[src/sequenced_event_ring_log_defines.svh]
// ----------------------------------------------------------------------------
// sequenced_event_ring_log_defines.svh
// Assertion macros shared by the event ring log modules.
// ----------------------------------------------------------------------------
`ifndef SEQUENCED_EVENT_RING_LOG_DEFINES_SVH
`define SEQUENCED_EVENT_RING_LOG_DEFINES_SVH

// same-cycle implication, disabled while in reset
`define SERL_ASSERT_IMP(label, clk, rst_n, ante, cons, msg) \
	label: assert property (@(posedge clk) disable iff (!rst_n) (ante) |-> (cons)) \
		else $error(msg);

// next-cycle implication, disabled while in reset
`define SERL_ASSERT_NXT(label, clk, rst_n, ante, cons, msg) \
	label: assert property (@(posedge clk) disable iff (!rst_n) (ante) |=> (cons)) \
		else $error(msg);

`endif

[src/serl_ram.sv]
// ----------------------------------------------------------------------------
// serl_ram
// Generic single-write, single-read RAM with registered read data.
// ----------------------------------------------------------------------------
`default_nettype none

module serl_ram #(
	parameter int WIDTH = 8,
	parameter int DEPTH = 32
) (
	input  wire logic                     clk,
	input  wire logic                     we,
	input  wire logic [$clog2(DEPTH)-1:0] waddr,
	input  wire logic [WIDTH-1:0]         wdata,
	input  wire logic                     re,
	input  wire logic [$clog2(DEPTH)-1:0] raddr,
	output logic      [WIDTH-1:0]         rdata
);

	logic [WIDTH-1:0] mem [DEPTH];

	always_ff @(posedge clk) begin
		if (we) begin
			mem[waddr] <= wdata;
		end
		if (re) begin
			rdata <= mem[raddr];
		end
	end

endmodule

`default_nettype wire

[config.mk]
export PLATFORM = sky130hd
export DESIGN_NAME = serl_ram
export DESIGN_NICKNAME = d
export VERILOG_FILES = /design/src/sequenced_event_ring_log_defines.svh /design/src/serl_ram.sv
export SDC_FILE = /design/constraint.sdc
export NUM_CORES = 1
export LEC_CHECK = 0
export BUFFER_PORTS_ARGS = -buffer_cell sky130_fd_sc_hd__buf_4
export CORE_UTILIZATION = 40
export DETAILED_ROUTE_END_ITERATION = 10
export SETUP_SLACK_MARGIN = 0.15
export SKIP_LAST_GASP = 1
export SLEW_MARGIN = 20
export SYNTH_ARGS = -nofsm -noshare
export SYNTH_HDL_FRONTEND = slang
export SYNTH_SLANG_ARGS = --single-unit
export TNS_END_PERCENT = 10
[constraint.sdc]
create_clock -name clk -period 2.8 [get_ports clk]
set_input_delay 0.56 -clock clk [delete_from_list [all_inputs] [get_ports clk]]
set_output_delay 0.56 -clock clk [all_outputs]
set_load 0.005 [all_outputs]
==> summary by stage <==
Hold path
The worst hold path terminates at rdata[3]$_DFFE_PP_. The start point of the worst min-delay path is re. The cell depth of the worst hold path is 1. The type of the tightest min-delay check is input pin to register.

Clock network
The H-tree depth reported by CTS is 1. The number of hold buffers added after CTS was 0. The longest clock path from root to sink contains 3 buffers. The number of buffers created by CTS is 26. The clock tree from TritonCTS is done. The later pin in the worst-skew pair is clocked with a latency of 0.52 ns. The number of buffers added for setup after CTS is 0. In this run, post-CTS repair resized a total of 0 instances. Clock-pin slew was measured on the worst setup and hold paths at 0.06 ns. The cell at the root of the clock tree is sky130_fd_sc_hd__clkbuf_16. CTS saw 264 sinks.

Placed design
The placed standard-cell area is 11000 um^2. In this run, placement finished with an instance count of about 790. The detailed placement HPWL is around 13000 um. At the end of routability-driven placement, the weighted congestion stood at 0.7404. Port buffering added 28 buffers.

GRT
The global-route wire length before repair is 32040 um. The via count of the first global-routing pass is 4802. The remaining global-route overflow is 0.

The total routing resource utilization after global routing is 16.89%. Entering global routing, the biggest net connects 35 pins. The initial antenna violation count is 0.

STA
Setup total negative slack on the finished layout was measured at 0 ns. The worst slew slack as a fraction of its limit is 69.10%. The number of pins with negative max-slew slack in the final report was 0. Between clock sinks in the finished design, the worst skew comes to 0.008625 ns. The final cycle utilization of the critical path is 73.64%. The hold violation total from the final report came to 0. Static timing analysis puts the maximum clock frequency at 485.0 MHz.

Setup repair after global routing left no endpoint under its margin. After layout, the minimum clock period comes to 2.062 ns. Setup violations remaining at the end of the flow were counted as 0.

At the pin with the least slew margin, the transition time is around 0.46 ns.

Synthesis
The biggest area contributor in the post-synthesis netlist is sky130_fd_sc_hd__edfxtp_1. The synthesized area per cell is ~24 um^2. Yosys printed 0 warnings. Yosys attributes the largest share of cell area to sky130_fd_sc_hd__edfxtp_1, sky130_fd_sc_hd__mux4_2, sky130_fd_sc_hd__nor2_1.

Synthesis instantiated 14 different standard cells from the library. The synthesized design devotes to its leading area cell type between 70% and 80% of total area. The cell area that synthesis handed to floorplanning was 10130 um^2. The portion of the post-synthesis area used by sequential elements is around 80%. Counting flops and latches in the post-synthesis netlist gives 264. The net count after synthesis is 438. Synthesis handed over a netlist of 417 instances.

Critical path
The buffers plus inverters on the worst setup path is 2. The cell that appears most often on the critical path is sky130_fd_sc_hd__mux4_2. The element type at the critical path end is a register. STA puts the critical path data required time at around 3.1 ns. The critical path crosses 5 cells after its start point. In this run the register-to-register setup slack is 0.83 ns. The worst reg2reg path depth is 3. On the critical path the largest part of the delay comes from multiplexers. The largest individual stage delay along the critical path comes from the cell sky130_fd_sc_hd__mux4_2. The largest fanout of any net on the critical path is 21. The worst setup path is launched from an input pin. The endpoint of the most critical register-to-register path is rdata[4]$_DFFE_PP_.

The data arrival time of the worst path is 2.33 ns. The startpoint identified for the worst register-to-register timing path is mem[28][4]$_DFFE_PP_. The largest single stage delay on the critical path is ~0.57 ns.

Walking the worst path, the cells encountered are buf_4, buf_12, mux4_2, mux4_2, mux2_2. By startpoint and endpoint, the worst setup path is classified as input pin to register.

Detailed routing
Dividing the detail-routed wire length by the instance count gives between 20 and 25 um. The number of DRC violations after detailed-routing iteration 0 is 435. The pre-antenna-repair detailed-routing pass consisted of 4 iterations. The average via count per standard cell is around 5.5. In this run the remaining antenna-violating nets after routing total 0. After detailed routing, the total wire length is 20770 um. The total DRC errors in the routed layout is 0. The routed layout has 4564 vias.

Final layout
The antenna diode count is 0. The number of fill cells is around 2000. The synthesis-to-finish area growth is 16.77%.

The count of nets after finishing is ~500. The count of cells in the finished layout, fillers not included, comes to 835. The fraction of layout cells with a size suffix above 1 is between 30% and 40%. The finished cells cover 11830 um^2.

Status
The run finished with clean final reports.

Pwr
For this design the ratio of total power to cell area is 697.6 nW/um^2. The peak supply drop is 0.0003523 V. Summed over all cells, the static leakage comes to 3.753 nW.

Floorplanning
29 I/O pins were placed. The starting utilization of the core area is around two fifths. The floorplan has 57 rows. The area of the die is 25970 um^2.

The overall die height is 161.2 um. The core region is around 25000 um^2. From left edge to right edge, the die measures approximately 160 um.

Run
Across the run, the number of max-cap violations was 0.
## state kept, by name (all words and copies together) (netlist names)
signal and flops:
mem 256, rdata 8
## cell type report
class	instances	area (um^2)	share of cell area (%)
Sequential cell	264	7928	67.00
Multi-Input combinational cell	133	2100	17.74
Clock buffer	31	690.7	5.837
Timing Repair Buffer	67	565.5	4.780
Tap cell	324	405.4	3.426
Clock inverter	16	143.9	1.216
## cell usage in the layout, fill, tap and decap left out, drive strengths merged
cell	instances
edfxtp	264
mux4	80
buf	67
nor2	33
clkbuf	31
clkinv	13
mux2	8
nand3b	5
or3b	3
bufinv	3
nand3	2
nand2	1
or3	1
## power by group
| group | total, mW | switching, mW | leakage, nW | internal (mW) |
|---|---|---|---|---|
| sequential | 4.43 | 0.0152 | 2.38 | 4.41 |
| clock | 3.39 | 1.37 | 0.410 | 2.02 |
| combinational | 0.435 | 0.233 | 0.959 | 0.202 |
| total | 8.25 | 1.62 | 3.75 | 6.63 |
## cells by family (layout without fill, tap and decap cells)
| family | after synthesis | count (layout) | synth area share [%] |
|---|---|---|---|
| mux | 88 | 88 | 18.67 |
| buf+inv | 20 | 114 | 1.049 |
| simple gates | 45 | 45 | 2.050 |
| flops | 264 | 264 | 78.23 |
## worst reg2reg max path, delay by kind of cell (launching register included)
kind,cells,cell delay (ns)
multiplexers,3,1.35
flip-flops,1,0.38
## worst max-delay path by stage
| stage | end | startpoint |
|---|---|---|
| 2_1_floorplan | rdata[0]$_DFFE_PP_ | raddr[2] |
| 3_3_place_gp | rdata[0]$_DFFE_PP_ | raddr[0] |
| 3_5_place_dp | rdata[5]$_DFFE_PP_ | raddr[0] |
| 4_1_cts | rdata[4]$_DFFE_PP_ | raddr[0] |
| 5_1_grt | rdata[5]$_DFFE_PP_ | raddr[0] |
| 6_report | rdata[0]$_DFFE_PP_ | raddr[0] |
## synthesized netlist by cell type (all sizes together)
cell type,number
buf,14
clkbuf,6
edfxtp,264
mux2,8
mux4,80
nand2,1
nand3,2
nand3b,5
nor2,33
or3,1
or3b,3
## metrics by stage
stage	power (mW)	worst slack [ns]	hold slack (ns)	util, %
2_1_floorplan	4.740	0.2983	0.6589	-
3_3_place_gp	4.942	0.1890	0.8861	44.70
3_5_place_dp	4.956	0.1763	0.8753	44.70
4_1_cts	8.343	0.7161	0.3370	48.09
5_1_grt	8.505	0.6857	0.3453	48.09
6_report	8.254	0.7380	0.3403	48.09
## layer usage
metal  global-route usage, %  share of wire (%)  wire length (um)
met1                   25.33                 45              9320
met3                   2.517                6.4              1337
met5                       0                  0                 0
met4                   4.160                1.7               354
met2                   26.18                 47              9752
Note: power is estimated with default switching activity, not from simulation.
