--- src/sequenced_event_ring_log_defines.svh ---
// ----------------------------------------------------------------------------
// sequenced_event_ring_log_defines.svh
// Assertion macros shared by the event ring log modules.
// ----------------------------------------------------------------------------
`ifndef SEQUENCED_EVENT_RING_LOG_DEFINES_SVH
`define SEQUENCED_EVENT_RING_LOG_DEFINES_SVH

// same-cycle implication, disabled while in reset
`define SERL_ASSERT_IMP(label, clk, rst_n, ante, cons, msg) \
	label: assert property (@(posedge clk) disable iff (!rst_n) (ante) |-> (cons)) \
		else $error(msg);

// next-cycle implication, disabled while in reset
`define SERL_ASSERT_NXT(label, clk, rst_n, ante, cons, msg) \
	label: assert property (@(posedge clk) disable iff (!rst_n) (ante) |=> (cons)) \
		else $error(msg);

`endif

--- src/serl_pkg.sv ---
// ----------------------------------------------------------------------------
// serl_pkg
// Types and constants of the sequenced event ring log.
// ----------------------------------------------------------------------------
`default_nettype none

package serl_pkg;

	localparam int SEQ_W   = 48;
	localparam int KIND_W  = 3;
	localparam int WORD_W  = 32;
	localparam int CNT_W   = 6;
	localparam int MAX_RES = 32;
	// slot field of a command, wide enough for the deepest ring (64)
	localparam int SLOT_W  = 6;

	localparam logic MODE_PUBLISH = 1'b0;
	localparam logic MODE_QUERY   = 1'b1;

	typedef logic [SEQ_W-1:0] seq_t;

	typedef struct packed {
		logic [KIND_W-1:0] kind;
		logic [WORD_W-1:0] rev_before;
		logic [WORD_W-1:0] rev_after;
		logic [WORD_W-1:0] admission;
		logic [WORD_W-1:0] model_gen;
		logic [WORD_W-1:0] source_gen;
	} ev_rec_t;

	localparam int REC_W = $bits(ev_rec_t);

	typedef enum logic [1:0] {
		CMD_PUB,
		CMD_EMPTY,
		CMD_STREAM
	} cmd_kind_t;

	typedef struct packed {
		cmd_kind_t          kind;
		logic               resync;
		seq_t               seq;
		logic [SLOT_W-1:0]  slot;
		logic [CNT_W-1:0]   count;
		ev_rec_t            rec;
	} cmd_t;

endpackage

`default_nettype wire

--- src/serl_front.sv ---
// ----------------------------------------------------------------------------
// serl_front
// Accepts items, keeps the ring pointers and sequence, writes published
// events and classifies queries into commands for the back.
// ----------------------------------------------------------------------------
`default_nettype none

`include "sequenced_event_ring_log_defines.svh"

module serl_front
	import serl_pkg::*;
#(
	parameter int LOG_DEPTH = 32
) (
	input  wire logic                         clk,
	input  wire logic                         arst_n,
	input  wire logic                         start,
	output logic                              busy,
	input  wire logic                         mode,
	input  wire logic [KIND_W-1:0]            event_kind,
	input  wire logic [WORD_W-1:0]            rev_before,
	input  wire logic [WORD_W-1:0]            rev_after,
	input  wire logic [WORD_W-1:0]            admission_count,
	input  wire logic [WORD_W-1:0]            model_gen,
	input  wire logic [WORD_W-1:0]            source_gen,
	input  wire logic [SEQ_W-1:0]             after_seq,
	input  wire logic [CNT_W-1:0]             max_count,
	input  wire logic                         q_full,
	input  wire logic                         stream_done,
	output logic                              push,
	output cmd_t                              push_cmd,
	output logic                              ram_we,
	output logic [$clog2(LOG_DEPTH)-1:0]      ram_waddr,
	output ev_rec_t                           ram_wdata
);

	localparam int AW = $clog2(LOG_DEPTH);
	localparam int FW = $clog2(LOG_DEPTH + 1);
	localparam logic [AW-1:0] LAST_IDX  = AW'(LOG_DEPTH - 1);
	localparam logic [FW-1:0] FULL_FILL = FW'(LOG_DEPTH);
	localparam logic [AW:0]   DEPTH_X   = (AW + 1)'(LOG_DEPTH);
	localparam logic [CNT_W-1:0] CAP_MAX = CNT_W'(MAX_RES);

	seq_t          last_seq_q;
	seq_t          oldest_q;
	logic [AW-1:0] start_q;
	logic [AW-1:0] wr_ptr_q;
	logic [FW-1:0] fill_q;
	logic          stream_busy_q;

	logic             acc;
	logic             full;
	seq_t             new_seq;
	logic [SEQ_W:0]   after_inc;
	logic             too_old;
	seq_t             diff;
	logic [CNT_W-1:0] cap;
	logic [CNT_W-1:0] count;
	logic [AW-1:0]    k0;
	logic [AW:0]      slot_sum;
	logic [AW:0]      slot_wrap;
	logic [AW-1:0]    wr_next;
	logic [AW-1:0]    start_next;
	ev_rec_t          rec;

	always_comb begin
		busy = q_full | stream_busy_q;
		acc  = start & ~busy;
		full = (fill_q == FULL_FILL);

		new_seq   = last_seq_q + 1'b1;
		after_inc = {1'b0, after_seq} + 1'b1;
		too_old   = after_inc < {1'b0, oldest_q};
		diff      = last_seq_q - after_seq;

		cap   = (max_count > CAP_MAX) ? CAP_MAX : max_count;
		count = ((|diff[SEQ_W-1:CNT_W]) || (diff[CNT_W-1:0] > cap)) ? cap
			: diff[CNT_W-1:0];

		// first wanted event sits k0 places after the oldest
		k0        = after_inc[AW-1:0] - oldest_q[AW-1:0];
		slot_sum  = {1'b0, start_q} + {1'b0, k0};
		slot_wrap = (slot_sum >= DEPTH_X) ? slot_sum - DEPTH_X : slot_sum;

		wr_next    = (wr_ptr_q == LAST_IDX) ? '0 : wr_ptr_q + 1'b1;
		start_next = (start_q == LAST_IDX) ? '0 : start_q + 1'b1;

		rec.kind       = event_kind;
		rec.rev_before = rev_before;
		rec.rev_after  = rev_after;
		rec.admission  = admission_count;
		rec.model_gen  = model_gen;
		rec.source_gen = source_gen;

		push_cmd        = '0;
		push_cmd.kind   = CMD_EMPTY;
		if (mode == MODE_PUBLISH) begin
			push_cmd.kind = CMD_PUB;
			push_cmd.seq  = new_seq;
			push_cmd.rec  = rec;
		end else if (after_seq > last_seq_q) begin
			push_cmd.resync = 1'b1;
		end else if (after_seq == last_seq_q) begin
			push_cmd.resync = 1'b0;
		end else if (too_old) begin
			push_cmd.resync = 1'b1;
		end else if (count != '0) begin
			push_cmd.kind  = CMD_STREAM;
			push_cmd.seq   = after_inc[SEQ_W-1:0];
			push_cmd.slot  = SLOT_W'(slot_wrap[AW-1:0]);
			push_cmd.count = count;
		end

		push      = acc;
		ram_we    = acc & (mode == MODE_PUBLISH);
		ram_waddr = wr_ptr_q;
		ram_wdata = rec;
	end

	always_ff @(posedge clk or negedge arst_n) begin
		if (!arst_n) begin
			last_seq_q    <= '0;
			oldest_q      <= SEQ_W'(1);
			start_q       <= '0;
			wr_ptr_q      <= '0;
			fill_q        <= '0;
			stream_busy_q <= 1'b0;
		end else begin
			if (acc && (mode == MODE_PUBLISH)) begin
				last_seq_q <= new_seq;
				wr_ptr_q   <= wr_next;
				if (full) begin
					start_q  <= start_next;
					oldest_q <= oldest_q + 1'b1;
				end else begin
					fill_q <= fill_q + 1'b1;
					if (fill_q == '0) begin
						oldest_q <= new_seq;
					end
				end
			end
			if (acc && (push_cmd.kind == CMD_STREAM)) begin
				stream_busy_q <= 1'b1;
			end else if (stream_done) begin
				stream_busy_q <= 1'b0;
			end
		end
	end

	`SERL_ASSERT_IMP(a_full_ptrs, clk, arst_n, fill_q == FULL_FILL, wr_ptr_q == start_q, "full ring with write pointer off the oldest slot")
	`SERL_ASSERT_NXT(a_pub_seq, clk, arst_n, acc && (mode == MODE_PUBLISH), last_seq_q == $past(new_seq), "publish did not advance the sequence")

endmodule

`default_nettype wire

--- config.mk ---
export PLATFORM = sky130hd
export DESIGN_NAME = serl_front
export DESIGN_NICKNAME = d
export VERILOG_FILES = /design/src/serl_pkg.sv /design/src/serl_front.sv
export VERILOG_INCLUDE_DIRS = /design/src /design/src/src
export SDC_FILE = /design/constraint.sdc
export NUM_CORES = 1
export LEC_CHECK = 0
export ABC_AREA = 1
export BUFFER_PORTS_ARGS = -buffer_cell sky130_fd_sc_hd__buf_2
export CAP_MARGIN = 20
export CORE_AREA = 4 4 240 242
export CTS_CLUSTER_DIAMETER = 120
export CTS_CLUSTER_SIZE = 20
export DETAILED_ROUTE_END_ITERATION = 6
export DIE_AREA = 0 0 244 246
export GPL_TIMING_DRIVEN = 0
export PLACE_DENSITY = 0.68
export SLEW_MARGIN = 5
export SYNTH_ARGS = -nofsm -noshare
export SYNTH_HDL_FRONTEND = slang
export SYNTH_SLANG_ARGS = --single-unit
--- constraint.sdc ---
create_clock -name clk -period 4.6 [get_ports clk]
set_clock_uncertainty 0.15 [all_clocks]
set_input_delay 0.46 -clock clk [delete_from_list [all_inputs] [get_ports clk]]
set_output_delay 0.46 -clock clk [all_outputs]
set_load 0.05 [all_outputs]
==> summary.txt <==
Clock network
  • CTS tree: yes
  • Skew-Pair Late Insertion Delay: 0.45 ns
  • Depth of the CTS H-tree: 4
  • Sink Count: 113
  • Clock root cell: clkbuf_16
  • TritonCTS buffer count: 17
  • Clock buffer depth: 2
  • Clock slew at reported path FFs: 0.06 ns

Critical path
  • Setup crit start kind: flop
  • Worst r2r src: last_seq_q[0]
  • R2R Setup Slk: 0.23 ns
  • Critical path's slowest cell: dfrtp_2
  • Worst Setup End Kind: primary output
  • Worst r2r path cells: 30
  • Arr. time, crit path: 4.76 ns
  • Reg2Reg Capture Point: stream_busy_q
  • Data required, critical path: 3.99 ns
  • Crit path top cell by count: buf_12
  • WS Path Type: reg2out
  • Max incr delay on CP: 0.43 ns
  • Worst-path maximum fanout: 10

Drt
  • Total wire length: 101000 um
  • Mean routed wirelength per cell: 22.8 um
  • DRC violations left: 0
  • Via count: 22300
  • DR top layer: met5
  • DRT iter0 DRCs: 2294
  • Met1 WL: 40800 um
  • Avg Vias per Cell: 5.02
  • Post-route ant nets: 0
  • Wire length on met2: 46500 um
  • First-pass DRT Iterations: 6
  • Met3 WL: 8500 um

Timing
  • Worst Tran Pin Value: 0.906 ns
  • Setup-failing EPs final: 62
  • Tcrit/Tclk final: 117%
  • Fmax: 186 MHz
  • PnR worst setup slack: -0.767 ns
  • Max-slew violations: 0
  • Max-slew headroom: 39.6%
  • RSZ-0062 raised after global routing: true
  • Fin crit period: 5.37 ns
  • Count of final hold-check violations: 0

Die
  • Die area: 60000 um^2
  • Core Area: 55100 um^2
  • Starting Density: 31.1%
  • I/O Pins: 620
  • Die height: 246 um
  • Die W: 244 um
  • Rows: 86

Placed design
  • Final HPWL DP: 85800 um
  • Area after DPL: 21400 um^2
  • Count of input and output buffers: 618
  • GPL Wtd Cong: 1.02

Global route
  • First-pass GRT wire length: 139000 um
  • Largest net degree at the start of global routing: 79
  • GRT Residual Overflow: 0
  • GRT Overall Usage: 31.6%
  • Initial antenna violation count: 25
  • Vias in the first global route: 21200

Pwr
  • Worst vdd ir: 252 uV
  • Power per cell area: 320 nW/um^2
  • Leak Pwr: 13.8 nW

Logic synthesis
  • Leading area contributor after synthesis: nand2_1
  • Mapped cell area: 17100 um^2
  • Mapped Cells: 2942
  • Mean Syn Cell Area: 5.82 um^2
  • Async SR Flop Fraction: 100%
  • Cell variety after synth: 50
  • Share of the synthesized area in the top cell type: 16.6%
  • Ys flop type: dfrtp_1
  • Yosys reg bits: 113
  • Syn nets: 3283
  • Area contributors post-synth: nand2_1, dfrtp_1, inv_1
  • Seq/Total Area, Yosys: 16.5%
  • EDFF count, synth: 0
  • YS warnings: 0

Cells and area
  • NumNets Final: 4002
  • Share of layout cells above drive strength 1: 31.0%
  • Layout area overhead: 43.6%
  • Core Util, Final: 44.6%
  • Post-route cell area: 24600 um^2

Outcome
  • Run status: complete, but fails checks
  • Failing checks: negative setup slack

Worst hold path
  • Hold WC Path Type: in2reg
  • Worst hold endpoint: stream_busy_q
  • HP Start: stream_done
  • Hold Path Depth: 3

Flow run
  • Max cap viols: 0
where the power goes:
group	internal (mW)	switching [mW]
registers	1.20	0.226
logic	1.57	3.35
clock network	1.00	0.507
total	3.78	4.08
kinds of logic after synthesis:
group / share of synthesized area [%]
and+or+nand+nor: 37.2
xor gates and xnor gates: 7.05
adders and majority gates: 8.75
other: 0.0219
DFF: 16.5
AOI/OAI and AO/OA: 9.08
buffers and inverters: 21.4
worst max path at each step:
stage,start,to
after CTS,last_seq_q[0],push_cmd[195]
after floorplan,after_seq[0],push_cmd[163]
final,last_seq_q[0],push_cmd[190]
after global placement,after_seq[0],push_cmd[203]
after global routing,last_seq_q[0],push_cmd[204]
after detailed placement,after_seq[0],push_cmd[203]
worst max-delay path, delay by kind of cell, from the launching register on:
family / cells / cell delay (ns)
compound gates: 1 / 0.11
simple gates: 19 / 1.83
fa+ha+maj: 3 / 0.84
xor+xnor: 1 / 0.19
buf+inv: 7 / 0.87
flops: 1 / 0.43
state kept, by name (all words and copies together), names as in the netlist:
register / count
oldest_q: 48
stream_busy_q: 1
ram_waddr: 5
fill_q: 6
last_seq_q: 48
start_q: 5
synth_stat cells (2+ instances only):
| cell | n |
|---|---|
| a211oi_1 | 3 |
| a21boi_0 | 3 |
| a21oi_1 | 101 |
| a22oi_1 | 11 |
| a31oi_1 | 6 |
| and2_1 | 2 |
| and3_1 | 2 |
| buf_4 | 165 |
| buf_6 | 6 |
| clkbuf_1 | 54 |
| dfrtp_1 | 112 |
| fa_1 | 3 |
| ha_1 | 115 |
| inv_1 | 571 |
| nand2_1 | 758 |
| nand2_2 | 11 |
| nand3_1 | 166 |
| nand3_2 | 9 |
| nand3b_1 | 14 |
| nand4_1 | 49 |
| nor2_1 | 380 |
| nor2_2 | 8 |
| nor3_1 | 59 |
| nor3_2 | 6 |
| nor4_1 | 27 |
| nor4_2 | 2 |
| o211ai_1 | 10 |
| o21a_1 | 3 |
| o21ai_0 | 97 |
| o21bai_1 | 10 |
| o221ai_1 | 4 |
| o22ai_1 | 22 |
| or2_2 | 2 |
| xnor2_1 | 6 |
| xor2_1 | 130 |
per-layer routing:
layer,vias to the layer above,global-route usage [%]
met3,237,7.17
met2,1180,51.8
li1,10500,-
met1,10400,39.8
met5,-,2.94
met4,8,13.6
metrics by stage:
stage | hold WS, ns | setup WS (ns) | instances | total power, mW | TNS (ns)
floorplan | 0.0144 | -0.0548 | 2942 | 4.41 | -0.329
finish | 0.100 | -0.767 | 4434 | 7.86 | -43.05
global placement | 0.342 | -1.37 | 4308 | 5.66 | -73.64
detailed placement | 0.230 | -1.40 | 4309 | 5.69 | -75.56
CTS | 0.0997 | -0.840 | 4397 | 7.47 | -46.44
global route | 0.123 | -0.910 | 4427 | 8.31 | -53.56
repair_timing:
item,4_1_cts,5_1_grt
hold endpoints to repair,34,0
gates cloned,3,1
pin swaps,62,85
hold buffers,1,0
gates resized for setup,281,168
setup endpoints to repair,63,63
setup buffers,52,24
layout by cell type (no fill, tap or decap), drive strengths merged, types with 10 or more instances in the layout:
cell    Yosys  routed
clkbuf     54      77
inv       572     571
ha        115     115
nand3b     14      14
nand2     769     769
diode       0      12
buf       173     872
o21bai     10      10
nand3     176     176
nand4      49      49
o22ai      22      22
a21oi     102     102
dfrtp     112     112
o211ai     10      10
o21ai      97      97
xor2      131     131
a22oi      11      11
nor3       66      66
nor2      388     388
nor4       29      29
area by class of cell:
class / instances / area (um^2)
Tap cell: 748 / 936
Multi-Input combinational cell: 2030 / 11900
Inverter: 572 / 2160
Clock inverter: 9 / 178
Clock buffer: 23 / 478
Fill cell: 5823 / 30500
Sequential cell: 113 / 2830
Antenna cell: 12 / 30.0
Timing Repair Buffer: 700 / 4470
Buffer: 227 / 1580
Power figures use the tool's default switching activity.
