--- config.mk ---
export PLATFORM = sky130hd
export DESIGN_NAME = serl_back
export DESIGN_NICKNAME = d
export VERILOG_FILES = /design/src/serl_pkg.sv /design/src/serl_back.sv
export VERILOG_INCLUDE_DIRS = /design/src /design/src/src
export SDC_FILE = /design/constraint.sdc
export NUM_CORES = 1
export LEC_CHECK = 0
export BUFFER_PORTS_ARGS = -buffer_cell sky130_fd_sc_hd__buf_2
export CAP_MARGIN = 40
export CELL_PAD_IN_SITES_DETAIL_PLACEMENT = 1
export CELL_PAD_IN_SITES_GLOBAL_PLACEMENT = 1
export CORE_AREA = 2 2 241 243
export CTS_CLUSTER_SIZE = 24
export DETAILED_ROUTE_END_ITERATION = 10
export DIE_AREA = 0 0 243 245
export GPL_ROUTABILITY_DRIVEN = 0
export MAX_ROUTING_LAYER = met4
export PLACE_DENSITY = 0.54
export SLEW_MARGIN = 30
export SYNTH_ARGS = -nofsm -noshare
export SYNTH_HDL_FRONTEND = slang
export SYNTH_SLANG_ARGS = --single-unit
--- constraint.sdc ---
create_clock -name clk -period 11.02 [get_ports clk]
set_input_delay 1.653 -clock clk [delete_from_list [all_inputs] [get_ports clk]]
set_output_delay 1.653 -clock clk [all_outputs]
set_load 0.005 [all_outputs]
--- src/sequenced_event_ring_log_defines.svh ---
// ----------------------------------------------------------------------------
// sequenced_event_ring_log_defines.svh
// Assertion macros shared by the event ring log modules.
// ----------------------------------------------------------------------------
`ifndef SEQUENCED_EVENT_RING_LOG_DEFINES_SVH
`define SEQUENCED_EVENT_RING_LOG_DEFINES_SVH

// same-cycle implication, disabled while in reset
`define SERL_ASSERT_IMP(label, clk, rst_n, ante, cons, msg) \
	label: assert property (@(posedge clk) disable iff (!rst_n) (ante) |-> (cons)) \
		else $error(msg);

// next-cycle implication, disabled while in reset
`define SERL_ASSERT_NXT(label, clk, rst_n, ante, cons, msg) \
	label: assert property (@(posedge clk) disable iff (!rst_n) (ante) |=> (cons)) \
		else $error(msg);

`endif

--- src/serl_pkg.sv ---
// ----------------------------------------------------------------------------
// serl_pkg
// Types and constants of the sequenced event ring log.
// ----------------------------------------------------------------------------
`default_nettype none

package serl_pkg;

	localparam int SEQ_W   = 48;
	localparam int KIND_W  = 3;
	localparam int WORD_W  = 32;
	localparam int CNT_W   = 6;
	localparam int MAX_RES = 32;
	// slot field of a command, wide enough for the deepest ring (64)
	localparam int SLOT_W  = 6;

	localparam logic MODE_PUBLISH = 1'b0;
	localparam logic MODE_QUERY   = 1'b1;

	typedef logic [SEQ_W-1:0] seq_t;

	typedef struct packed {
		logic [KIND_W-1:0] kind;
		logic [WORD_W-1:0] rev_before;
		logic [WORD_W-1:0] rev_after;
		logic [WORD_W-1:0] admission;
		logic [WORD_W-1:0] model_gen;
		logic [WORD_W-1:0] source_gen;
	} ev_rec_t;

	localparam int REC_W = $bits(ev_rec_t);

	typedef enum logic [1:0] {
		CMD_PUB,
		CMD_EMPTY,
		CMD_STREAM
	} cmd_kind_t;

	typedef struct packed {
		cmd_kind_t          kind;
		logic               resync;
		seq_t               seq;
		logic [SLOT_W-1:0]  slot;
		logic [CNT_W-1:0]   count;
		ev_rec_t            rec;
	} cmd_t;

endpackage

`default_nettype wire

--- src/serl_back.sv ---
// ----------------------------------------------------------------------------
// serl_back
// Executes commands: emits publish and empty results, streams ring reads.
// ----------------------------------------------------------------------------
`default_nettype none

`include "sequenced_event_ring_log_defines.svh"

module serl_back
	import serl_pkg::*;
#(
	parameter int LOG_DEPTH = 32
) (
	input  wire logic                    clk,
	input  wire logic                    arst_n,
	input  wire logic                    q_valid,
	input  cmd_t                         q_head,
	output logic                         pop,
	output logic                         stream_done,
	output logic                         ram_re,
	output logic [$clog2(LOG_DEPTH)-1:0] ram_raddr,
	input  ev_rec_t                      ram_rdata,
	output logic                         strobe,
	output logic                         has_event,
	output logic                         resync,
	output logic                         last,
	output logic [SEQ_W-1:0]             seq_out,
	output ev_rec_t                      rec_out
);

	localparam int AW = $clog2(LOG_DEPTH);
	localparam logic [AW-1:0] LAST_IDX = AW'(LOG_DEPTH - 1);

	logic             active_q;
	logic [AW-1:0]    rd_slot_q;
	logic [CNT_W-1:0] remain_q;
	seq_t             seq_q;

	logic    valid_s1;
	logic    has_s1;
	logic    resync_s1;
	logic    last_s1;
	logic    from_ram_s1;
	seq_t    seq_s1;
	ev_rec_t rec_s1;

	logic final_rd;

	always_comb begin
		pop         = q_valid & ~active_q;
		final_rd    = (remain_q == CNT_W'(1));
		stream_done = active_q & final_rd;
		ram_re      = active_q;
		ram_raddr   = rd_slot_q;

		strobe    = valid_s1;
		has_event = has_s1;
		resync    = resync_s1;
		last      = last_s1;
		seq_out   = seq_s1;
		rec_out   = from_ram_s1 ? ram_rdata : rec_s1;
	end

	always_ff @(posedge clk or negedge arst_n) begin
		if (!arst_n) begin
			active_q    <= 1'b0;
			remain_q    <= '0;
			valid_s1    <= 1'b0;
			has_s1      <= 1'b0;
			resync_s1   <= 1'b0;
			last_s1     <= 1'b0;
			from_ram_s1 <= 1'b0;
		end else begin
			if (active_q) begin
				valid_s1    <= 1'b1;
				has_s1      <= 1'b1;
				resync_s1   <= 1'b0;
				last_s1     <= final_rd;
				from_ram_s1 <= 1'b1;
				remain_q    <= remain_q - 1'b1;
				if (final_rd) begin
					active_q <= 1'b0;
				end
			end else if (pop) begin
				case (q_head.kind)
					CMD_PUB, CMD_EMPTY: begin
						valid_s1    <= 1'b1;
						has_s1      <= (q_head.kind == CMD_PUB);
						resync_s1   <= q_head.resync;
						last_s1     <= 1'b1;
						from_ram_s1 <= 1'b0;
					end
					CMD_STREAM: begin
						valid_s1 <= 1'b0;
						active_q <= 1'b1;
						remain_q <= q_head.count;
					end
					default: begin
						valid_s1 <= 1'b0;
						active_q <= 1'b0;
					end
				endcase
			end else begin
				valid_s1 <= 1'b0;
			end
		end
	end

	// payload and read position
	always_ff @(posedge clk) begin
		if (active_q) begin
			seq_s1    <= seq_q;
			seq_q     <= seq_q + 1'b1;
			rd_slot_q <= (rd_slot_q == LAST_IDX) ? '0 : rd_slot_q + 1'b1;
		end else if (pop) begin
			seq_s1    <= q_head.seq;
			rec_s1    <= q_head.rec;
			seq_q     <= q_head.seq;
			rd_slot_q <= q_head.slot[AW-1:0];
		end
	end

	`SERL_ASSERT_NXT(a_stream_gapless, clk, arst_n, valid_s1 && !last_s1, valid_s1, "gap inside a query result stream")

endmodule

`default_nettype wire

==> results.ini, run 1 <==
[detailed_routing]
wire_per_inst_um=24.1
routed_wl_um=55200
drtIter0Drc=445
drcViolationCount=0
drt-pass1-iter-count=4
avgViaCountPerCell=4.29
ant_nets=0
via_count=9821

[sta]
post-route-min-period_ns=5.08
hold_viol=0
timing.fmax_ghz=0.197
tightest_slew_ns=0.887
drv_slew=0
fin_skew_ns=0.0109
slew_headroom_pct=40.9
setup_tns_ns=0
period_share_pct=46.1
rsz0062_at_grt=no
setup_viol=0

[floorplan]
die_w_um=243
die-area_um2=59500
die_h_um=245
num_io_pins=615
core-area_um2=57000
num_rows=88
start_util_pct=22.1

[cts]
holdBufCountCts=0
clkSinkCount=276
clk_pin_slew_worst_paths_ns=0.06
cts_resized=0
clock_path_buffers=3
htreeDepth=2
cts_made_buffers=37
cts_tree=built
clk_latency_ns=0.54
post_cts_buffers=0
clock-root-buffer=clkbuf_16

[logic_synthesis]
yosysTopAreaCell=edfxtp_1
synth_compound_area_share_pct=2.97
synth_top_family_by_area=multiplexers
synthAdderAreaFrac_pct=0.496
synth_top_area_share_pct=62.8
muxShareOfSynthArea_pct=19.3
ys.flop_type=edfxtp_1
synth-seq-area-share_pct=65.2
synth_edf_count=264
synth_xor_area_share_pct=2.92
synthSimpleGateAreaFrac_pct=7.57
syn_inst=834
yosys.cell_types.count=47
ys_top_cells_by_area=edfxtp_1 (63%), mux2_2 (19%), dfrtp_1 (2.4%)
syn_nets=1231
synth-async-reset-ratio_pct=4.35
syn-cell-area_um2=12600
syn_area_per_cell_um2=15.1
ys_seq_elements=276
yosysWarningCount=0

[global_routing]
grt_pass1_wl_um=76000
antenna_found_initial=38
grt_max_degree=153
grt_pass1_vias=9963
grtUsageTotal_pct=18.5
gr-total-overflow=0

[worst_setup_path]
crit_arrival_ns=3.43
end_kind=primary output
worst-path-max-fanout=53
crit_type=register to primary output
startpoint_type=register
required_ns=9.37

[final_layout]
mostFrequentLayoutCell=buf_2
layout.cells.non_filler=2288
final_cell_mix=buf_2 (613), edfxtp_1 (264), mux2_2 (212)
drive_gt1_share_pct=61.1
area_growth_pct=41.7
fin_nets=1854

[min_path]
min_path_type=register to register

[status]
status=finished clean

[placement]
dp_hpwl_um=44200
dp_cells=2182
portBuffers=613

[power_and_ir_drop]
power_density_nw_per_um2=221
max-vdd-ir-drop_mv=0.113
p_leak_nw=7.22

[run]
max_cap_viol_count=0

Yosys cell counts (2+ instances only):
library cell / count
xnor2_1: 12
ha_1: 5
a31oi_1: 9
nand2b_1: 3
buf_2: 2
nand3_4: 2
and2_1: 2
o2bb2ai_1: 2
buf_1: 8
nand3_1: 25
nand3_2: 2
o21ai_0: 14
xor2_1: 30
or3_1: 8
mux2i_1: 4
o31ai_1: 2
dfrtp_1: 12
a21oi_1: 40
nor4_1: 5
inv_1: 9
nand2_1: 30
nor4_4: 2
nor3_1: 4
clkbuf_1: 28
nor2_1: 57
nand4_1: 18
and3_1: 5
edfxtp_1: 264
mux2_2: 212
metal layers:
layer / part of all wire [%] / vias up / track usage (%) / wire length, um
li1: - / 4485 / - / -
met1: 40 / 4829 / 21.4 / 21800
met2: 47 / 409 / 28.6 / 26100
met3: 9.3 / 98 / 7.05 / 5110
met4: 4.0 / 0 / 8.12 / 2200
met5: 0 / - / - / 0
cell families after synthesis:
group	Yosys count
adders and majority gates	5
DFF	276
AOI/OAI and AO/OA	69
muxes	217
xor gates and xnor gates	42
and+or+nand+nor	176
buffers and inverters	49
worst max-delay path: stages (launching register included):
cell and delay, ns:
dfrtp_4 0.67, buf_4 0.69, buf_4 0.56, buf_12 0.33, mux2_2 0.44, buf_2 0.15
sequential cells by signal, summed over array words and instances (netlist names):
| signal | cells |
|---|---|
| ram_re | 1 |
| last | 1 |
| from_ram_s1 | 1 |
| strobe | 1 |
| seq_q | 48 |
| resync | 1 |
| ram_raddr | 5 |
| seq_out | 48 |
| rec_s1 | 163 |
| has_event | 1 |
| remain_q | 6 |
cell type report:
cell class	count	area, um2
Sequential cell	276	8240
Antenna cell	38	95.1
Clock inverter	28	223
Timing Repair Buffer	623	3190
Multi-Input combinational cell	509	4210
Clock buffer	39	933
Tap cell	765	957
Inverter	10	37.5
Fill cell	6423	39200
final timing paths:
| kind | start | to | slack (ns) | depth (start not counted) |
|---|---|---|---|---|
| hold / removal | has_event$_DFFE_PN0P_ | has_event$_DFFE_PN0P_ | 0.50 | 2 |
| max in group asynchronous | arst_n | from_ram_s1$_DFFE_PN0P_ | 9.76 | 1 |
| setup reg to reg | seq_q[0]$_DFFE_PP_ | seq_q[42]$_DFFE_PP_ | 8.36 | 6 |
| min in group asynchronous | arst_n | resync$_DFFE_PN0P_ | 1.00 | 1 |
| hold reg to reg | has_event$_DFFE_PN0P_ | has_event$_DFFE_PN0P_ | 0.50 | 2 |
| setup / recovery | from_ram_s1$_DFFE_PN0P_ | rec_out[58] | 5.94 | 5 |
report_power, final:
group	leakage, nW	total, mW	internal, mW	switching [mW]
Combinational	4.00	1.03	0.497	0.532
Clock	0.570	1.17	0.686	0.485
Sequential	2.65	1.76	1.55	0.208
stage by stage:
stage / hold WS, ns / instance area [um2] / utilization, % / setup WS [ns] / total power, mW
global placement: 0.491 / 16600 / 29.1 / 6.42 / 2.80
floorplan: 0.486 / 12600 / - / 0.608 / 2.31
global route: 0.550 / 17800 / 31.3 / 5.70 / 4.19
finish: 0.505 / 17900 / 31.3 / 5.94 / 3.96
detailed placement: 0.497 / 16600 / 29.1 / 6.47 / 2.82
CTS: 0.510 / 17800 / 31.1 / 5.88 / 4.02
Power figures use the tool's default switching activity.
==> run 2, diff against run 1 <==
==> constraint.sdc (replaced) <==
create_clock -name clk -period 5 [get_ports clk]
set_input_delay 0.75 -clock clk [delete_from_list [all_inputs] [get_ports clk]]
set_output_delay 0.75 -clock clk [all_outputs]
set_load 0.005 [all_outputs]
==> run 2 against run 1 <==
  * Global-route usage about the same
  * Sequential cell count unchanged
  * First-iteration DRC count rose by 4.0%
  * Clock skew grew 0.0016 ns
==> results.ini, run 2 (synthesis gave the netlist of run 1 again) <==
[worst_setup_path]
worst-path-max-fanout=56  ; +5.7%
r2r_cells=6  ; unchanged
startpoint=from_ram_s1$_DFFE_PN0P_
required_ns=4.25  ; -5.12 ns
crit_type=register to primary output
r2r_start=seq_q[0]$_DFFE_PP_
crit_arrival_ns=2.46  ; -0.97 ns
end_kind=primary output
r2r-end=seq_q[44]$_DFFE_PP_
startpoint_type=register
r2r_slack_ns=2.38  ; -5.98 ns

[status]
status=finished clean

[placement]
portBuffers=613  ; unchanged
dp_hpwl_um=44400  ; +0.30%

[final_layout]
seq_area_um2=8240  ; unchanged
fin_nets=1854  ; unchanged
final_cell_mix=buf_2 (613), edfxtp_1 (264), mux2_2 (212)
drive_gt1_share_pct=60.6  ; -0.44 points
mostFrequentLayoutCell=buf_2
nFillCells=6414  ; -0.14%
area_growth_pct=41.1
final_util_pct=31.2  ; -0.13 points
largest-register=rec_s1
multi_input_area_um2=4210  ; unchanged
largest_register_ffs=163  ; unchanged

[floorplan]
die-area_um2=59500  ; unchanged
start_util_pct=22.1  ; unchanged
num_rows=88  ; unchanged
num_io_pins=615  ; unchanged
die_h_um=245  ; unchanged
core-area_um2=57000  ; unchanged
die_w_um=243  ; unchanged

[min_path]
min_path_type=primary input to async pin

[global_routing]
grt_pass1_vias=10084  ; +1.2%
antenna_found_initial=33  ; -13%
grt_max_degree=163  ; +6.5%
grt_pass1_wl_um=75900  ; -0.19%
grtUsageTotal_pct=18.5  ; about the same
gr-total-overflow=0  ; unchanged

[sta]
timing.fmax_ghz=0.311
slew_headroom_pct=35.1  ; -5.8 points
fin_skew_ns=0.0125  ; +0.00156 ns
drv_slew=0  ; unchanged
tightest_slew_ns=0.974  ; +0.0869 ns
post-route-min-period_ns=3.21
period_share_pct=64.3
setup_tns_ns=0  ; unchanged
rsz0062_at_grt=no
setup_viol=0  ; unchanged
hold_viol=0  ; unchanged

[power_and_ir_drop]
p_leak_nw=7.19  ; -0.38%
power_density_nw_per_um2=485  ; +120%
max-vdd-ir-drop_mv=0.201  ; +77%

[cts]
clkSinkCount=276  ; unchanged
cts_resized=0  ; unchanged
htreeDepth=2  ; unchanged
cts_tree=built
clock_path_buffers=3  ; unchanged
clk_latency_ns=0.53  ; about the same
post_cts_buffers=0  ; unchanged
cts_made_buffers=36  ; -2.7%
holdBufCountCts=0  ; unchanged
clock-root-buffer=clkbuf_16
clk_pin_slew_worst_paths_ns=0.06  ; about the same

[detailed_routing]
routed_wl_um=55500  ; +0.45%
via_count=9748  ; -0.74%
drcViolationCount=0  ; unchanged
wire_per_inst_um=24.4  ; +1.2%
ant_nets=0  ; unchanged
drt-pass1-iter-count=4  ; unchanged
drtIter0Drc=463  ; +4.0%
avgViaCountPerCell=4.29  ; about the same

[run]
max_cap_viol_count=0  ; unchanged

-- run 2: area by class of cell --
type                    instances  share of cell area, %
diodes                         24                  0.337
clock buffers                  46                   5.45
clock inverters                16                  0.703
inverters                      10                  0.211
multi-input cells             509                   23.6
flip-flops and latches        276                   46.3
well taps                     765                   5.38
repair buffers                624                   18.0
-- run 2: how the worst max path moves through the flow --
stage / to / slack [ns] / cells after the start
after floorplan: pop / 1.01 / 3
after global placement: rec_out[158] / 2.12 / 3
after detailed placement: seq_q[44]$_DFFE_PP_ / 2.27 / 6
after CTS: rec_out[15] / 1.76 / 4
after global routing: stream_done / 1.66 / 3
final: rec_out[118] / 1.79 / 4
-- run 2: per-layer routing --
| metal | track usage [%] | up-vias | part of all wire [%] |
|---|---|---|---|
| met5 | - | - | 0 |
| met4 | 5.34 | 0 | 2.9 |
| met3 | 7.06 | 82 | 8.4 |
| met2 | 30.3 | 371 | 49 |
| met1 | 21.1 | 4831 | 40 |
| li1 | - | 4464 | - |
-- run 2: power by group --
part / switching, mW / internal [mW]
clock network: 1.01 / 1.47
logic: 1.14 / 1.09
registers: 0.500 / 3.42
total: 2.65 / 5.98
-- run 2: through the flow --
step	power [mW]	cell area, um2	hold slack, ns	setup slack (ns)	cells
global placement	6.18	16600	0.490	2.12	2181
floorplan	5.07	12600	0.454	1.01	834
global route	9.14	17800	0.0714	1.66	2266
CTS	8.80	17700	0.0595	1.76	2246
finish	8.63	17800	0.107	1.79	2270
detailed placement	6.24	16600	0.496	2.27	2184
-- run 2: worst max-delay path, stage by stage (launching register included) --
cell	delay, ns
dfrtp_4	0.65
buf_16	0.28
buf_12	0.32
mux2_2	0.43
buf_2	0.14
