===== src/sequenced_event_ring_log_defines.svh =====
// ----------------------------------------------------------------------------
// sequenced_event_ring_log_defines.svh
// Assertion macros shared by the event ring log modules.
// ----------------------------------------------------------------------------
`ifndef SEQUENCED_EVENT_RING_LOG_DEFINES_SVH
`define SEQUENCED_EVENT_RING_LOG_DEFINES_SVH

// same-cycle implication, disabled while in reset
`define SERL_ASSERT_IMP(label, clk, rst_n, ante, cons, msg) \
	label: assert property (@(posedge clk) disable iff (!rst_n) (ante) |-> (cons)) \
		else $error(msg);

// next-cycle implication, disabled while in reset
`define SERL_ASSERT_NXT(label, clk, rst_n, ante, cons, msg) \
	label: assert property (@(posedge clk) disable iff (!rst_n) (ante) |=> (cons)) \
		else $error(msg);

`endif


===== src/serl_pkg.sv =====
// ----------------------------------------------------------------------------
// serl_pkg
// Types and constants of the sequenced event ring log.
// ----------------------------------------------------------------------------
`default_nettype none

package serl_pkg;

	localparam int SEQ_W   = 48;
	localparam int KIND_W  = 3;
	localparam int WORD_W  = 32;
	localparam int CNT_W   = 6;
	localparam int MAX_RES = 32;
	// slot field of a command, wide enough for the deepest ring (64)
	localparam int SLOT_W  = 6;

	localparam logic MODE_PUBLISH = 1'b0;
	localparam logic MODE_QUERY   = 1'b1;

	typedef logic [SEQ_W-1:0] seq_t;

	typedef struct packed {
		logic [KIND_W-1:0] kind;
		logic [WORD_W-1:0] rev_before;
		logic [WORD_W-1:0] rev_after;
		logic [WORD_W-1:0] admission;
		logic [WORD_W-1:0] model_gen;
		logic [WORD_W-1:0] source_gen;
	} ev_rec_t;

	localparam int REC_W = $bits(ev_rec_t);

	typedef enum logic [1:0] {
		CMD_PUB,
		CMD_EMPTY,
		CMD_STREAM
	} cmd_kind_t;

	typedef struct packed {
		cmd_kind_t          kind;
		logic               resync;
		seq_t               seq;
		logic [SLOT_W-1:0]  slot;
		logic [CNT_W-1:0]   count;
		ev_rec_t            rec;
	} cmd_t;

endpackage

`default_nettype wire


===== src/serl_queue.sv =====
// ----------------------------------------------------------------------------
// serl_queue
// Two-entry command queue between the front and the back.
// ----------------------------------------------------------------------------
`default_nettype none

`include "sequenced_event_ring_log_defines.svh"

module serl_queue
	import serl_pkg::*;
(
	input  wire logic clk,
	input  wire logic arst_n,
	input  wire logic push,
	input  cmd_t      push_cmd,
	output logic      full,
	input  wire logic pop,
	output logic      valid,
	output cmd_t      head
);

	cmd_t       entry_q [2];
	logic       wr_q;
	logic       rd_q;
	logic [1:0] count_q;

	always_comb begin
		full  = (count_q == 2'd2);
		valid = (count_q != 2'd0);
		head  = entry_q[rd_q];
	end

	always_ff @(posedge clk or negedge arst_n) begin
		if (!arst_n) begin
			wr_q    <= 1'b0;
			rd_q    <= 1'b0;
			count_q <= 2'd0;
		end else begin
			if (push) begin
				wr_q <= ~wr_q;
			end
			if (pop) begin
				rd_q <= ~rd_q;
			end
			case ({push, pop})
				2'b10:   count_q <= count_q + 2'd1;
				2'b01:   count_q <= count_q - 2'd1;
				default: count_q <= count_q;
			endcase
		end
	end

	always_ff @(posedge clk) begin
		if (push) begin
			entry_q[wr_q] <= push_cmd;
		end
	end

	`SERL_ASSERT_IMP(a_no_push_full, clk, arst_n, full, !push, "command pushed into a full queue")

endmodule

`default_nettype wire


===== config.mk =====
export PLATFORM = sky130hd
export DESIGN_NAME = serl_queue
export DESIGN_NICKNAME = d
export VERILOG_FILES = /design/src/serl_pkg.sv /design/src/serl_queue.sv
export VERILOG_INCLUDE_DIRS = /design/src /design/src/src
export SDC_FILE = /design/constraint.sdc
export NUM_CORES = 1
export LEC_CHECK = 0
export BUFFER_PORTS_ARGS = -buffer_cell sky130_fd_sc_hd__buf_4
export CORE_UTILIZATION = 36
export DETAILED_ROUTE_END_ITERATION = 10
export HOLD_SLACK_MARGIN = 0.12
export PLACE_DENSITY = 0.64
export SYNTH_ARGS = -nofsm -noshare
export SYNTH_HDL_FRONTEND = slang
export SYNTH_SLANG_ARGS = --single-unit

===== constraint.sdc =====
create_clock -name clk -period 11.09 [get_ports clk]
set_input_delay 2.218 -clock clk [delete_from_list [all_inputs] [get_ports clk]]
set_output_delay 2.218 -clock clk [all_outputs]
set_load 0.05 [all_outputs]

==> impl_metrics.ini, run 1 <==
[clock_network]
holdBufCountCts = 0
numClockSinks = 456
clock_latency_ps = 560
cts-root-buf = clkbuf_16
cts.clk_slew.worst_paths_ps = 60
cts_inserted_buffers = 47
cts_buffer_depth = 3
cts_resized = 0
cts_tree = done
cts_setup_buffers = 0
h-tree-depth = 2

[worst_setup_path]
path_common_cell = buf_4
r2r_slack_ps = 7970
crit_path_end_kind = primary output
r2r_cells = 3
cp_cell_sequence = buf_4, buf_4, mux2_2, buf_4
crit_slowest_cell = buf_4
cp.arrival_ps = 3660
critPathLaunchType = register
required_ps = 8870
cp_max_fo = 75
crit_type = register to primary output
cpPeakStageDelay_ps = 920

[grt]
grt_usage_pct = 14.78
overflow = 0
grt_pass1_vias = 8781
grt_max_degree = 82
grt_antenna_before_repair = 1
grt_pass1_wl_um = 52040

[final_layout]
synthToLayoutAreaGrowth_pct = 33.17
layout.nets = 1440
design_area_um2 = 22100
drive_gt1_share_pct = 60.92
fin_util_pct = 48.70

[detailed_routing]
vias = 8379
antenna_left = 0
wl_um = 35700
drc = 0
viasPerCell = 4.549
wire_per_inst_um = 19.38
drt_pass1_iterations = 4
drt-initial-drc-count = 463

[timing]
drv_slew = 0
max_freq_mhz = 170.2
post-route-period-util_pct = 52.99
worst_pin_slew_ps = 1143
setup_viol = 0
rsz0062_at_grt = false
max_slew_margin_pct = 23.77
worst_slack_ps = 5213
timing_hold_violations_final = 0
min_period_ps = 5877
skew_ps = 12.55
fin_setup_tns_ps = 0

[placement]
dp_hpwl_um = 23930
placed_area_um2 = 20680
post-place-ws_ps = 5714
gp_congestion = 0.7785
portBuffers = 457

[logic_synthesis]
syn_area_um2 = 16590
seq_area_frac_synth_pct = 82.39
synth.avg_cell_area_um2 = 23.08
yosys-top-cells-area = edfxtp_1 (82%), mux2_2 (13%), mux2_4 (2.7%), dfrtp_1 (0.60%), buf_4 (0.50%)
synth_warnings = 0
synth.distinct_cells = 15
ys_ff_latch = 456
netlist.area_leader.share_pct = 81.79
synth_cells = 719
syn_nets = 950
yosys.area.top_type = edfxtp_1

[pwr]
p_sw_w = 0.002614
p_int_w = 0.004049
ir_worst_vdd_mv = 0.2718
seqPwrFrac_pct = 35.7
comb_power_share_pct = 42.3
netSwitchingFraction_pct = 39.23
pwr_density_cell_nw_per_um2 = 301.5
pwr-share-clk_pct = 21.9
leakage_nw = 8.286

[outcome]
status = complete, no violations

[hold_path]
min_path_cells = 1
hold_class = register to register

[floorplanning]
die_h_um = 216.7
start_util_pct = 36.57
io_pins = 458
fp-row-count = 78
die_x_um = 216.7
core-area_um2 = 45380
fp.dieArea_um2 = 46960

[job]
drv_cap = 0
==> layer usage <==
metal	share of wire, %	global-route usage, %
met1	38	17.02
met4	2.2	4.624
met5	0.036	0
met2	51	25.11
met3	9.4	5.951
==> cell families (layout without fill, tap and decap cells) <==
family	Yosys count	count (layout)	share of synthesized area (%)
flip-flops	456	456	82.39
multiplexers	226	226	16.01
buffers and inverters	26	548	1.093
XOR/XNOR	5	5	0.2639
AND/OR/NAND/NOR	5	5	0.1584
adder cells (fa/ha/maj)	1	1	0.07539
other	0	1	0
==> cells in the final DEF, fill, tap and decap left out, drive strengths merged <==
cell type    n
buf        466
edfxtp     452
mux2       226
clkbuf      55
clkinv      23
dfrtp        4
xor2         3
xnor2        2
bufinv       2
inv          2
nor2         2
diode        1
or2          1
and2         1
nor2b        1
ha           1
==> cell type report <==
cell class | instances | area (um2)
flip-flops and latches | 456 | 13680
inverters | 1 | 3.754
diodes | 1 | 2.502
clock buffers | 55 | 1249
multi-input cells | 237 | 2750
fillers | 3830 | 23280
well taps | 600 | 750.7
repair buffers | 466 | 3498
clock inverters | 26 | 168.9
==> state kept, by name, summed over array words and instances (netlist names) <==
name     count
rd_q         1
count_q      2
entry_q    452
wr_q         1
==> cells in the mapped netlist <==
master and count:
xor2_1 3, dfrtp_1 4, nor2_1 2, ha_1 1, or2_2 1, mux2_4 30
inv_1 1, and2_1 1, mux2_2 196, buf_2 10, buf_6 4, buf_4 11
nor2b_1 1, xnor2_1 2, edfxtp_1 452
==> power by group through the flow <==
stage / clock, W / combinational, W / sequential [W]
2_1_floorplan: 0 / 0.00208 / 0.00245
3_3_place_gp: 0 / 0.00284 / 0.00241
3_5_place_dp: 0 / 0.00285 / 0.00242
4_1_cts: 0.00151 / 0.00286 / 0.00239
5_1_grt: 0.00158 / 0.00293 / 0.00241
6_report: 0.00146 / 0.00282 / 0.00238
==> critical path: cells and delay by family (launching register included) <==
kind / cells / cell delay (ps)
buffers and inverters: 3 / 1890
flip-flops: 1 / 680
multiplexers: 1 / 440
==> worst paths after layout <==
kind                                  from              to
worst max-delay path                  rd_q        head[93]
worst min-delay path            count_q[1]      count_q[1]
worst max register to register        wr_q  entry_q[1][36]
worst min register to register  count_q[1]      count_q[1]
max in group asynchronous           arst_n            rd_q
min in group asynchronous           arst_n            rd_q
==> stage by stage <==
stage	cells	hold WS (ps)	total power (W)
2_1_floorplan	719	447.4	0.004531
3_3_place_gp	1760	464.4	0.005250
3_5_place_dp	1760	466.9	0.005275
4_1_cts	1841	476.2	0.006757
5_1_grt	1841	486.0	0.006919
6_report	1842	472.1	0.006663
No activity file was read; power rests on OpenSTA's default activity.
==> inputs of run 2 (changes only) <==
--- a/config.mk
+++ b/config.mk
@@ -10,7 +10,7 @@
 export CORE_UTILIZATION = 36
 export DETAILED_ROUTE_END_ITERATION = 10
 export HOLD_SLACK_MARGIN = 0.12
-export PLACE_DENSITY = 0.64
+export PLACE_DENSITY = 0.62
 export SYNTH_ARGS = -nofsm -noshare
 export SYNTH_HDL_FRONTEND = slang
 export SYNTH_SLANG_ARGS = --single-unit
==> constraint.sdc (replaced) <==
create_clock -name clk -period 5.8 [get_ports clk]
set_input_delay 1.16 -clock clk [delete_from_list [all_inputs] [get_ports clk]]
set_output_delay 1.16 -clock clk [all_outputs]
set_load 0.05 [all_outputs]
==> run 2 against run 1 <==
Compared with the run above:
- flip-flop and latch count stayed put
- die area unchanged
- largest cell class unchanged
- clock skew is 3.1 ps lower
- highest routed layer is now met4
- non-clock buffer count shrank 2
- via count increased by 0.78%
- clock power grew 97%
- sequential share of layout area shrank 0.29 points
- critical path depth shrank 1
- total power is 93% higher
- global-route usage shrank 0.37 points
==> impl_metrics.ini, run 2 (synthesized netlist as in run 1, its figures left out) <==
[final_layout]
layout.nets = 1438
stdcell_count = 1843
final_common_cell = buf_4
synthToLayoutAreaGrowth_pct = 33.80
regMostFlops = entry_q
fill_cells = 3823
largest_register_ffs = 452
drive_gt1_share_pct = 61.11
mostFrequentLayoutCells = buf_4 (459), edfxtp_1 (452), mux2_2 (196), clkbuf_16 (49), mux2_4 (30)
largest_registers = entry_q x452, count_q x2

[worst_setup_path]
cp_max_fo = 101
crit_slowest_cell = dfrtp_4
critPathLaunchType = register
required_ps = 4640
crit_type = register to primary output
r2r_cells = 2
critPathBufInv = 2
cpPeakStageDelay_ps = 940
crit_path_end_kind = primary output
path_depth = 3
cp_cell_sequence = buf_12, mux2_2, buf_4
crit_family = flip-flops
cp.arrival_ps = 2760

[floorplanning]
fp.dieArea_um2 = 46960
die_h_um = 216.7
fp-row-count = 78
core-area_um2 = 45380
start_util_pct = 36.57
die_x_um = 216.7
io_pins = 458

[timing]
rsz0062_at_grt = false
max_freq_mhz = 255.4
drv_slew = 0
max_slew_margin_pct = 42.15
setup_viol = 0
worst_pin_slew_ps = 867.7
post-route-period-util_pct = 67.51
skew_ps = 9.401
min_period_ps = 3916
timing_hold_violations_final = 0
fin_setup_tns_ps = 0

[placement]
gp_congestion = 0.7592
dp_hpwl_um = 23030
placedCellCount = 1758
portBuffers = 457

[clock_network]
cts_buffer_depth = 3
cts_inserted_buffers = 47
cts_resized = 0
cts.clk_slew.worst_paths_ps = 60
clock_latency_ps = 550
numClockSinks = 456
holdBufCountCts = 0
cts_tree = done
h-tree-depth = 2
cts_setup_buffers = 0
cts-root-buf = clkbuf_16

[pwr]
netSwitchingFraction_pct = 38.99
p_int_w = 0.007834
ir_worst_vdd_mv = 0.3879
seqPwrFrac_pct = 35.6
comb_power_share_pct = 42.0
p_sw_w = 0.005007
pwr_density_cell_nw_per_um2 = 578.3
leakage_nw = 8.328
pwr-share-clk_pct = 22.3

[detailed_routing]
drt-initial-drc-count = 448
drc = 0
viasPerCell = 4.582
top_layer_used = met4
drt_pass1_iterations = 6
routed-wl-met2_um = 17990
antenna_left = 0
wire_per_inst_um = 18.96
vias = 8444
dr_wl_met3_um = 2919
wl_met1_um = 13050
wl_um = 34940

[grt]
overflow = 0
grt_pass1_wl_um = 51380
grt_max_degree = 127
grt_pass1_vias = 8934
grt_antenna_before_repair = 1
grt_usage_pct = 14.41

[hold_path]
hold_class = primary input to async pin

[outcome]
status = complete, no violations

[job]
drv_cap = 0
## run 2: routing by layer
metal	global-route usage (%)	vias up
li1	-	3851
met1	16.05	4244
met2	25.29	288
met3	4.758	61
met4	5.798	0
met5	0	-
## run 2: layout make-up
| type | count | area, um2 | area share (%) |
|---|---|---|---|
| antenna | 1 | 2.502 | 0.01127 |
| clock buffer | 61 | 1291 | 5.815 |
| clock inverter | 23 | 182.7 | 0.8227 |
| inverter | 1 | 3.754 | 0.01691 |
| multi-input combinational | 237 | 2750 | 12.39 |
| sequential | 456 | 13680 | 61.60 |
| tap | 600 | 750.7 | 3.381 |
| timing repair buffer | 464 | 3546 | 15.97 |
## run 2: worst register-to-register path, delay by kind of cell (launching register included)
| family | cells | cell delay, ps |
|---|---|---|
| buffers and inverters | 1 | 730 |
| DFF | 1 | 420 |
| and+or+nand+nor | 1 | 710 |
## run 2: power groups by stage
stage / Clock (W) / Combinational, W / Sequential [W]
after global placement: 0 / 0.00546 / 0.00463
after CTS: 0.00296 / 0.00547 / 0.00459
after detailed placement: 0 / 0.00546 / 0.00466
after floorplan: 0 / 0.00398 / 0.00460
after global routing: 0.00306 / 0.00561 / 0.00464
final: 0.00287 / 0.00540 / 0.00458
## run 2: worst paths after layout
kind | from | end | slack, ps
max | rd_q | head[140] | 1880
min | arst_n | count_q[1] | 400
max reg2reg | wr_q | entry_q[1][120] | 3560
min reg2reg | count_q[1] | count_q[1] | 490
max in group asynchronous | arst_n | rd_q | 5290
min in group clk | count_q[1] | count_q[1] | 490
## run 2: through the flow
| step | setup slack (ps) | total power (W) | cell area (um2) | util (%) | hold slack, ps |
|---|---|---|---|---|---|
| after CTS | 1820 | 0.01302 | 22200 | 48.92 | 339.7 |
| final | 1884 | 0.01284 | 22200 | 48.93 | 395.8 |
| after floorplan | 835.5 | 0.008583 | 16600 | - | 447.4 |
| after global routing | 1733 | 0.01331 | 22200 | 48.93 | 357.5 |
| after detailed placement | 2434 | 0.01011 | 20730 | 45.67 | 492.8 |
| after global placement | 2440 | 0.01009 | 20730 | 45.67 | 466.6 |
==> inputs of run 3 (changes only) <==
--- a/config.mk
+++ b/config.mk
@@ -10,7 +10,7 @@
 export CORE_UTILIZATION = 36
 export DETAILED_ROUTE_END_ITERATION = 10
 export HOLD_SLACK_MARGIN = 0.12
-export PLACE_DENSITY = 0.62
+export PLACE_DENSITY = 0.64
 export SYNTH_ARGS = -nofsm -noshare
 export SYNTH_HDL_FRONTEND = slang
 export SYNTH_SLANG_ARGS = --single-unit
==> constraint.sdc (replaced) <==
create_clock -name clk -period 3.1 [get_ports clk]
set_input_delay 0.62 -clock clk [delete_from_list [all_inputs] [get_ports clk]]
set_output_delay 0.62 -clock clk [all_outputs]
set_load 0.05 [all_outputs]
==> run 3 against run 2 <==
Compared with the run above:
- worst hold slack got worse by 150 ps
- routed wire length increased by 0.86%
- global-route usage increased by 0.14 points
- largest cell class unchanged
- core utilization increased by 0.63 points
- sequential share of layout area decreased by 0.79 points
- critical path type unchanged
- total power increased by 90%
- flip-flop and latch count unchanged
- combinational power increased by 94%
- worst setup slack got worse by 1600 ps
- non-clock buffer count increased by 19
- clock skew decreased by 2.3 ps
==> impl_metrics.ini, run 3 (synthesized netlist as in run 1, its figures left out) <==
[worst_setup_path]
critPathLaunchType = register
cp_max_fo = 72
crit_path_end_kind = primary output
cp.arrival_ps = 2210
required_ps = 2480
crit_type = register to primary output

[clock_network]
numClockSinks = 456
clock_latency_ps = 550
cts_tree = done
cts_inserted_buffers = 48
cts.clk_slew.worst_paths_ps = 60
h-tree-depth = 2
cts-root-buf = clkbuf_16
cts_buffer_depth = 3

[final_layout]
mostFrequentLayoutCells = buf_4 (468), edfxtp_1 (452), mux2_2 (196), clkbuf_16 (49), mux2_4 (30)
fin_util_pct = 49.56
largest_register_ffs = 452
final_common_cell = buf_4
drive_gt1_share_pct = 61.65
layout.nets = 1458
largest_registers = entry_q x452, count_q x2
synthToLayoutAreaGrowth_pct = 35.54
regMostFlops = entry_q

[floorplanning]
die_x_um = 216.7
die_h_um = 216.7
fp.dieArea_um2 = 46960
io_pins = 458
fp-row-count = 78
start_util_pct = 36.57
core-area_um2 = 45380

[timing]
max_slew_margin_pct = 46.88
drv_slew = 0
post-route-period-util_pct = 91.29
worst_slack_ps = 270.0
skew_ps = 7.053
worst_pin_slew_ps = 796.7
fin_setup_tns_ps = 0
timing_hold_violations_final = 0
setup_viol = 0
max_freq_mhz = 353.4
min_period_ps = 2830
rsz0062_at_grt = false

[pwr]
p_int_w = 0.01494
pwr-share-clk_pct = 22.2
pwr_density_cell_nw_per_um2 = 1083
seqPwrFrac_pct = 34.7
total_power_w = 0.02436
netSwitchingFraction_pct = 38.70
comb_power_share_pct = 43.0
p_sw_w = 0.009429
leakage_nw = 8.462
ir_worst_vdd_mv = 0.6923

[placement]
dp_hpwl_um = 24230
gp_congestion = 0.7668
post-place-ws_ps = 819.5
portBuffers = 457

[detailed_routing]
drt-initial-drc-count = 458
wl_um = 35240
antenna_left = 0
viasPerCell = 4.542
wire_per_inst_um = 18.91
vias = 8461
drt_pass1_iterations = 4
drc = 0

[grt]
grt_antenna_before_repair = 1
overflow = 0
grt_usage_pct = 14.55
grt_pass1_vias = 9038
grt_max_degree = 121
grt_pass1_wl_um = 51640

[job]
drv_cap = 0

[hold_path]
hold_class = primary input to register

[outcome]
status = complete, no violations
## run 3: cell count changes in the layout (fill, tap and decap cells not counted), sizes merged
cell and delta:
buf +18, bufinv +1, clkbuf -2, clkinv +1
clkinvlp +1, dlygate4sd3 +1
## run 3: timing repair
item	4_1_cts	5_1_grt
setup buffers	0	0
hold endpoints to repair	4	0
hold buffers	1	0
resized for setup	0	0
## run 3: final timing paths
kind                               from              to  slack [ps]  cells past startpoint
max                                rd_q        head[15]         270                      3
min                        push_cmd[54]  entry_q[1][54]         250                      1
max reg2reg                        wr_q  entry_q[1][62]        1410                      3
min reg2reg                  count_q[1]      count_q[1]         500                      1
max in group asynchronous        arst_n            rd_q        2550                      2
min in group asynchronous        arst_n            rd_q         440                      2
## run 3: worst max-delay path, stage by stage, from the launching register on
cell and delay, ps:
dfrtp_4 590, buf_12 340, mux2_2 400, buf_4 200
## run 3: layer usage
layer  vias to the layer above  share of wire [%]  GRT usage (%)
met5                         -                  0              0
met2                       302                 52          25.71
met4                         0                2.3          4.460
met1                      4213                 36          15.92
met3                        56                9.3          5.825
li1                       3890                  -              -
## run 3: area by class of cell
type                    instances  area (um2)
diodes                          1       2.502
clock buffers                  59        1264
clock inverters                26       227.7
fillers                      3782       22890
inverters                       1       16.27
multi-input cells             237        2750
flip-flops and latches        456       13680
well taps                     600       750.7
repair buffers                483        3804
## run 3: metrics by stage
step | instance area [um2] | hold slack [ps] | std cells
floorplan | 16620 | 324.4 | 719
global placement | 20990 | 419.3 | 1776
detailed placement | 20990 | 421.3 | 1776
CTS | 22490 | 202.1 | 1862
global route | 22490 | 202.0 | 1863
finish | 22490 | 245.7 | 1863
## run 3: power groups by stage
stage	Combinational, W	Sequential (W)	Clock, W
global route	0.0109	0.00858	0.00580
global placement	0.0106	0.00854	0
CTS	0.0106	0.00848	0.00559
floorplan	0.00745	0.00860	0
finish	0.0105	0.00847	0.00542
detailed placement	0.0106	0.00861	0
